===== src/hw/rtl/skb_pkg.sv =====
// Shared types, constants and lookup functions for the station-keeping block.
// No dependencies; used by skb_ctrl, skb_dp and the top level.
package skb_pkg;

  localparam int HIST_DEPTH      = 64;
  localparam int HIST_AW         = $clog2(HIST_DEPTH);
  localparam int HIST_CW         = $clog2(HIST_DEPTH + 1);
  localparam int SWING_TIME_MS   = 0;
  localparam int WINDOW_MS       = 10000;
  localparam int MIN_SPAN_MS     = 5000;
  localparam int CORDIC_STEPS    = 24;
  localparam int CORDIC_PRESHIFT = 28;
  localparam int SQRT_STEPS      = 32;
  localparam int DIV_STEPS       = 16;

  // result status codes
  localparam logic [1:0] ST_OK        = 2'd0;
  localparam logic [1:0] ST_NOPOS     = 2'd1;
  localparam logic [1:0] ST_NOSTATION = 2'd2;
  localparam logic [1:0] ST_IDLE      = 2'd3;

  // station modes
  localparam logic [1:0] MODE_FIXED  = 2'd1;
  localparam logic [1:0] MODE_CENTRE = 2'd2;

  // hibernation states
  localparam logic [1:0] HIB_DISABLED = 2'd0;
  localparam logic [1:0] HIB_SLEEP    = 2'd1;
  localparam logic [1:0] HIB_SEEK     = 2'd2;

  // transit states
  localparam logic [1:0] TR_IDLE       = 2'd0;
  localparam logic [1:0] TR_WAIT_START = 2'd1;
  localparam logic [1:0] TR_STARTED    = 2'd2;
  localparam logic [1:0] TR_ENDED      = 2'd3;

  // history trend verdicts
  localparam logic [1:0] TRD_NONE    = 2'd0;
  localparam logic [1:0] TRD_CLOSER  = 2'd1;
  localparam logic [1:0] TRD_FARTHER = 2'd2;
  localparam logic [1:0] TRD_EQUAL   = 2'd3;

  // configuration register indexes
  localparam logic [2:0] REG_STATION_MODE = 3'd0;
  localparam logic [2:0] REG_FIXED_X      = 3'd1;
  localparam logic [2:0] REG_FIXED_Y      = 3'd2;
  localparam logic [2:0] REG_INNER        = 3'd3;
  localparam logic [2:0] REG_OUTER        = 3'd4;
  localparam logic [2:0] REG_RAMP         = 3'd5;
  localparam logic [2:0] REG_TRANSIT      = 3'd6;
  localparam logic [2:0] REG_HIB_RADIUS   = 3'd7;

  typedef struct packed {
    logic       load;
    logic       pre;
    logic       dxy;
    logic       m0;
    logic       m1;
    logic       m2;
    logic       sq_init;
    logic       sq_step;
    logic       rnd;
    logic       push;
    logic       scan;
    logic       spd0;
    logic       tr0;
    logic       tr1;
    logic       hib;
    logic       spd1;
    logic       div_mul;
    logic       div_init;
    logic       div_step;
    logic       cord_init;
    logic       cord_step;
    logic       cord_fin;
    logic       out_load;
    logic [4:0] step;
  } skb_cmd_t;

  typedef struct packed {
    logic kind;
    logic pos_valid;
    logic changed;
    logic known;
    logic scan_done;
    logic need_div;
  } skb_sts_t;

  // atan(2^-i) in 0.01 degree / 1024
  function automatic logic signed [31:0] atan_lut(input logic [4:0] idx);
    logic signed [31:0] v;
    case (idx)
      5'd0:  v = 32'sd4608000;
      5'd1:  v = 32'sd2720261;
      5'd2:  v = 32'sd1437311;
      5'd3:  v = 32'sd729602;
      5'd4:  v = 32'sd366217;
      5'd5:  v = 32'sd183287;
      5'd6:  v = 32'sd91666;
      5'd7:  v = 32'sd45836;
      5'd8:  v = 32'sd22918;
      5'd9:  v = 32'sd11459;
      5'd10: v = 32'sd5730;
      5'd11: v = 32'sd2865;
      5'd12: v = 32'sd1432;
      5'd13: v = 32'sd716;
      5'd14: v = 32'sd358;
      5'd15: v = 32'sd179;
      5'd16: v = 32'sd90;
      5'd17: v = 32'sd45;
      5'd18: v = 32'sd22;
      5'd19: v = 32'sd11;
      5'd20: v = 32'sd6;
      5'd21: v = 32'sd3;
      5'd22: v = 32'sd1;
      5'd23: v = 32'sd1;
      default: v = 32'sd0;
    endcase
    return v;
  endfunction

endpackage


===== src/hw/rtl/skb_ctrl.sv =====
// Sequencer for the station-keeping block: handshakes, step order, loop counts.
// Depends on skb_pkg; drives skb_dp through skb_cmd_t.
module skb_ctrl import skb_pkg::*; (
  input  logic     clk,
  input  logic     rst_n,
  input  logic     in_valid,
  output logic     in_ready,
  output logic     out_valid,
  input  logic     out_ready,
  input  skb_sts_t sts,
  output skb_cmd_t cmd
);

  localparam logic [4:0] S_IDLE = 5'd0;
  localparam logic [4:0] S_PRE  = 5'd1;
  localparam logic [4:0] S_DXY  = 5'd2;
  localparam logic [4:0] S_M0   = 5'd3;
  localparam logic [4:0] S_M1   = 5'd4;
  localparam logic [4:0] S_M2   = 5'd5;
  localparam logic [4:0] S_SQ0  = 5'd6;
  localparam logic [4:0] S_SQ   = 5'd7;
  localparam logic [4:0] S_RND  = 5'd8;
  localparam logic [4:0] S_PUSH = 5'd9;
  localparam logic [4:0] S_SCAN = 5'd10;
  localparam logic [4:0] S_SPD0 = 5'd11;
  localparam logic [4:0] S_TR0  = 5'd12;
  localparam logic [4:0] S_TR1  = 5'd13;
  localparam logic [4:0] S_HIB  = 5'd14;
  localparam logic [4:0] S_SPD1 = 5'd15;
  localparam logic [4:0] S_DVM  = 5'd16;
  localparam logic [4:0] S_DV0  = 5'd17;
  localparam logic [4:0] S_DV   = 5'd18;
  localparam logic [4:0] S_CI   = 5'd19;
  localparam logic [4:0] S_CS   = 5'd20;
  localparam logic [4:0] S_CF   = 5'd21;
  localparam logic [4:0] S_DONE = 5'd22;

  logic [4:0] state_r, state_nxt;
  logic [4:0] cnt_r, cnt_nxt;
  logic       out_valid_r, out_valid_nxt;
  logic       slot_free;

  assign slot_free = !out_valid_r || out_ready;
  assign in_ready  = (state_r == S_IDLE);
  assign out_valid = out_valid_r;

  always_comb begin
    state_nxt = state_r;
    case (state_r)
      S_IDLE: if (in_valid) state_nxt = S_PRE;
      S_PRE: begin
        if (sts.kind || !sts.pos_valid) state_nxt = S_DONE;
        else state_nxt = S_DXY;
      end
      S_DXY:  state_nxt = sts.changed ? S_SPD0 : S_M0;
      S_M0:   state_nxt = S_M1;
      S_M1:   state_nxt = S_M2;
      S_M2:   state_nxt = S_SQ0;
      S_SQ0:  state_nxt = S_SQ;
      S_SQ:   if (cnt_r == 5'(SQRT_STEPS - 1)) state_nxt = S_RND;
      S_RND:  state_nxt = S_PUSH;
      S_PUSH: state_nxt = S_SCAN;
      S_SCAN: if (sts.scan_done) state_nxt = sts.known ? S_SPD0 : S_DONE;
      S_SPD0: state_nxt = S_TR0;
      S_TR0:  state_nxt = S_TR1;
      S_TR1:  state_nxt = S_HIB;
      S_HIB:  state_nxt = S_SPD1;
      S_SPD1: state_nxt = sts.need_div ? S_DVM : S_CI;
      S_DVM:  state_nxt = S_DV0;
      S_DV0:  state_nxt = S_DV;
      S_DV:   if (cnt_r == 5'(DIV_STEPS - 1)) state_nxt = S_CI;
      S_CI:   state_nxt = S_CS;
      S_CS:   if (cnt_r == 5'(CORDIC_STEPS - 1)) state_nxt = S_CF;
      S_CF:   state_nxt = S_DONE;
      S_DONE: if (slot_free) state_nxt = S_IDLE;
      default: state_nxt = S_IDLE;
    endcase
  end

  // loop counter restarts on every state change
  assign cnt_nxt = (state_nxt != state_r) ? 5'd0 : cnt_r + 5'd1;

  always_comb begin
    out_valid_nxt = out_valid_r;
    if (out_ready) out_valid_nxt = 1'b0;
    if (state_r == S_DONE && slot_free) out_valid_nxt = 1'b1;
  end

  always_comb begin
    cmd           = '0;
    cmd.step      = cnt_r;
    cmd.load      = (state_r == S_IDLE) && in_valid;
    cmd.pre       = (state_r == S_PRE);
    cmd.dxy       = (state_r == S_DXY);
    cmd.m0        = (state_r == S_M0);
    cmd.m1        = (state_r == S_M1);
    cmd.m2        = (state_r == S_M2);
    cmd.sq_init   = (state_r == S_SQ0);
    cmd.sq_step   = (state_r == S_SQ);
    cmd.rnd       = (state_r == S_RND);
    cmd.push      = (state_r == S_PUSH);
    cmd.scan      = (state_r == S_SCAN);
    cmd.spd0      = (state_r == S_SPD0);
    cmd.tr0       = (state_r == S_TR0);
    cmd.tr1       = (state_r == S_TR1);
    cmd.hib       = (state_r == S_HIB);
    cmd.spd1      = (state_r == S_SPD1);
    cmd.div_mul   = (state_r == S_DVM);
    cmd.div_init  = (state_r == S_DV0);
    cmd.div_step  = (state_r == S_DV);
    cmd.cord_init = (state_r == S_CI);
    cmd.cord_step = (state_r == S_CS);
    cmd.cord_fin  = (state_r == S_CF);
    cmd.out_load  = (state_r == S_DONE) && slot_free;
  end

  always_ff @(posedge clk) begin
    if (!rst_n) begin
      state_r     <= S_IDLE;
      cnt_r       <= 5'd0;
      out_valid_r <= 1'b0;
    end else begin
      state_r     <= state_nxt;
      cnt_r       <= cnt_nxt;
      out_valid_r <= out_valid_nxt;
    end
  end

  a_accept_starts: assert property (@(posedge clk) disable iff (!rst_n)
    in_valid && in_ready |=> state_r == S_PRE)
    else $error("accepted item did not start processing");

  a_result_waits: assert property (@(posedge clk) disable iff (!rst_n)
    state_r == S_DONE && out_valid_r && !out_ready |=> state_r == S_DONE && out_valid_r)
    else $error("result overwrote an untaken result");

  a_cordic_bound: assert property (@(posedge clk) disable iff (!rst_n)
    state_r == S_CS |-> cnt_r < 5'(CORDIC_STEPS))
    else $error("cordic step index out of range");

  a_load_valid: assert property (@(posedge clk) disable iff (!rst_n)
    cmd.out_load |=> out_valid_r)
    else $error("result load did not raise out_valid");

endmodule


===== config.mk =====
export PLATFORM = sky130hd
export DESIGN_NAME = skb_ctrl
export DESIGN_NICKNAME = d
export VERILOG_FILES = /design/src/hw/rtl/skb_pkg.sv /design/src/hw/rtl/skb_ctrl.sv
export SDC_FILE = /design/constraint.sdc
export NUM_CORES = 1
export LEC_CHECK = 0
export ABC_AREA = 1
export ABC_CLOCK_PERIOD_IN_PS = 1900
export BUFFER_PORTS_ARGS = -buffer_cell sky130_fd_sc_hd__buf_4
export CAP_MARGIN = 0
export CORE_ASPECT_RATIO = 1.2
export CORE_MARGIN = 1.5
export CORE_UTILIZATION = 43
export DETAILED_ROUTE_END_ITERATION = 8
export PLACE_DENSITY = 0.75
export SKIP_CTS_REPAIR_TIMING = 1
export SYNTH_ARGS = -nofsm -noshare
export SYNTH_HDL_FRONTEND = slang
export SYNTH_SLANG_ARGS = --single-unit

===== constraint.sdc =====
create_clock -name clk -period 1.9 [get_ports clk]
set_clock_uncertainty 0.15 [all_clocks]
set_input_delay 0.095 -clock clk [delete_from_list [all_inputs] [get_ports clk]]
set_output_delay 0.095 -clock clk [all_outputs]
set_load 0.05 [all_outputs]

==> flow_metrics.tcl <==
set metrics [dict create \
    boundaryPins 40 \
    grt-ovfl-total 0 \
    ys.warnings.count 0 \
    p_leak_nw 0.909 \
    syn-num-nets 187 \
    layout-drive-gt1-share_pct 57.3 \
    dr.pass1.iters 5 \
    start_util_pct 45.0 \
    cp_data_required_time_ns 1.96 \
    pre_cts_slack_ns -0.0533 \
    final_cells 265 \
    layout_min_cycle_time_ns 2.00 \
    whs_ns -0.0104 \
    wire_per_inst_um 13.7 \
    crit_fanout 5 \
    path_cells "ha_4 -> nand2_2 -> nor2_4 -> ha_4 -> o21ai_1 -> nand2_1 -> o21ai_0 -> nand3_1 -> nor2_1 -> nand2_2 -> nor2_2" \
    wl_um 3630 \
    dp.cells 259 \
    viasPerCell 5.12 \
    place_congestion 0.921 \
    core_area_mm2 0.00228 \
    worst_pin_slew_ns 0.269 \
    crit_type "flip-flop to flip-flop" \
    rows 19 \
    synth_seq_cells 11 \
    fmax_mhz 499 \
    finalWorstSetupSlack_ns -0.104 \
    setup_viol 5 \
    worstPathArrival_ns 2.07 \
    drt_iter0_drc 50 \
    netlist_area_mm2 0.00103 \
    drc 0 \
    cts_root_buf "clkbuf_4" \
    hpwl_um 2670 \
    finalHoldViolCount 1 \
    nets 248 \
    maxSlewViolCount 0 \
    grt_usage_pct 25.8 \
    failed_checks "negative hold slack, negative setup slack" \
    clock_latency_ns 0.28 \
    grt_max_degree 10 \
    io_buffers 39 \
    dieArea_mm2 0.00269 \
    synth_cells 174 \
    total_power_w 0.00251 \
    post-route-period-util_pct 105 \
    clkSlewWorstSetupHoldPaths_ns 0.07 \
    power_density_mw_per_mm2 1420 \
    clk_path_buf_depth 2 \
    die_h_um 56.5 \
    synth_area_leader_cell "dfxtp_1" \
    slowest_stage "dfxtp_4" \
    antenna_cells 0 \
    drv_cap 0 \
    final_util_pct 77.6 \
    critPathLaunchType "flip-flop" \
    synth_top_area_share_pct 21.5 \
    syn_area_per_cell_um2 5.90 \
    rsz0062_at_grt "yes" \
    fillers 173 \
    cts_tree "yes" \
    grt_first_pass_wirelength_um 5050 \
    htree_levels 1 \
    yosysUniqueCellTypes 23 \
    dieWidth_um 47.6 \
    first_global_vias 1176 \
    cts_made_buffers 3 \
    worstSetupEndpointType "flip-flop" \
    synth_area_leaders "dfxtp_1 21%, nor2_1 12%, nand2_1 12%, inv_1 9.5%, nor2_2 7.9%" \
    area_delta_synth_final_pct 72.7 \
    slew_headroom_pct 82.1 \
    numClockSinks 11 \
    slowest_delay_ns 0.36 \
    irDropWorstVdd_v 0.000967 \
    ant_nets 0 \
    hp-class "primary input to flip-flop" \
    grt_antenna_before_repair 0 \
    status "complete, but fails checks" \
    vias 1358 \
    yosysSeqAreaShare_pct 21.5 \
]
[power by group]
part	switching [W]	internal, W
combinational	0.00126	0.000650
clock	0.0000873	0.0000816
sequential	0.000122	0.000307
total	0.00147	0.00104
[through the flow]
step                hold slack, ns  cell area, um2  setup TNS, ns
finish                     -0.0104            1770         -0.359
global route                0.0232            1770         -0.513
CTS                         -0.128            1580         -0.286
detailed placement           0.164            1550         -0.191
global placement             0.153            1550         -0.109
floorplan                   0.0426            1110         -0.161
[kinds of logic (layout without fill, tap and decap cells)]
kind of cell | count (synthesis) | after routing | share of synthesized area (%)
adder cells (fa/ha/maj) | 3 | 3 | 3.66
buffers and inverters | 33 | 93 | 13.8
flip-flops | 11 | 11 | 21.5
AND/OR/NAND/NOR | 110 | 110 | 51.5
AO/OA/AOI/OAI | 15 | 15 | 7.93
XOR/XNOR | 2 | 2 | 1.71
[placed cells by master, fill, tap and decap left out, drive strengths merged]
| cell | instances |
|---|---|
| nand2 | 40 |
| o21ai | 9 |
| ha | 3 |
| clkbuf | 4 |
| nand4 | 6 |
| dfxtp | 11 |
| nor3 | 2 |
| buf | 58 |
| a21oi | 1 |
| nor2 | 48 |
| a31oi | 4 |
| nand3 | 14 |
| o22ai | 1 |
| dlygate4sd3 | 1 |
| xor2 | 1 |
| xnor2 | 1 |
| inv | 30 |
[cell usage after synthesis, drive strengths merged]
| master | count |
|---|---|
| xnor2 | 1 |
| nor2 | 48 |
| a21oi | 1 |
| o21ai | 9 |
| ha | 3 |
| nand3 | 14 |
| buf | 3 |
| nand2 | 40 |
| o22ai | 1 |
| dfxtp | 11 |
| a31oi | 4 |
| xor2 | 1 |
| nand4 | 6 |
| nor3 | 2 |
| inv | 30 |
[layer usage]
metal | up-vias | wire (um) | GRT usage [%]
li1 | 669 | - | -
met1 | 634 | 1480 | 31.6
met2 | 51 | 1940 | 45.4
met3 | 4 | 183 | 0.965
met4 | 0 | 38 | 8.88
met5 | - | 0 | 0
[state kept, by name, indices dropped and copies added (netlist names)]
signal / flops
cnt_r: 5
out_valid: 1
state_r: 5
[worst max-delay path: cells and delay by family, from the launching register on]
family                     cells  cell delay, ns
adders and majority gates      2            0.31
DFF                            1            0.36
and+or+nand+nor                7            0.76
AOI/OAI and AO/OA              2            0.37
[worst paths after layout]
check                 startpoint                endpoint  slack (ns)  depth (start not counted)
max          cnt_r[1]$_SDFF_PP0_     cnt_r[3]$_SDFF_PP0_       -0.10                         11
min                    out_ready  out_valid$_SDFFE_PN0P_       -0.01                          4
max reg2reg  cnt_r[1]$_SDFF_PP0_     cnt_r[3]$_SDFF_PP0_       -0.10                         11
min reg2reg  cnt_r[3]$_SDFF_PP0_     cnt_r[3]$_SDFF_PP0_        0.40                          2
[final cells by class]
cell class | count | area (um2) | area share, %
clock buffers | 4 | 26.3 | 1.48
inverters | 30 | 123 | 6.92
multi-input cells | 130 | 886 | 50.0
flip-flops and latches | 11 | 249 | 14.1
well taps | 31 | 38.8 | 2.19
repair buffers | 59 | 449 | 25.4
Power figures use the tool's default switching activity.
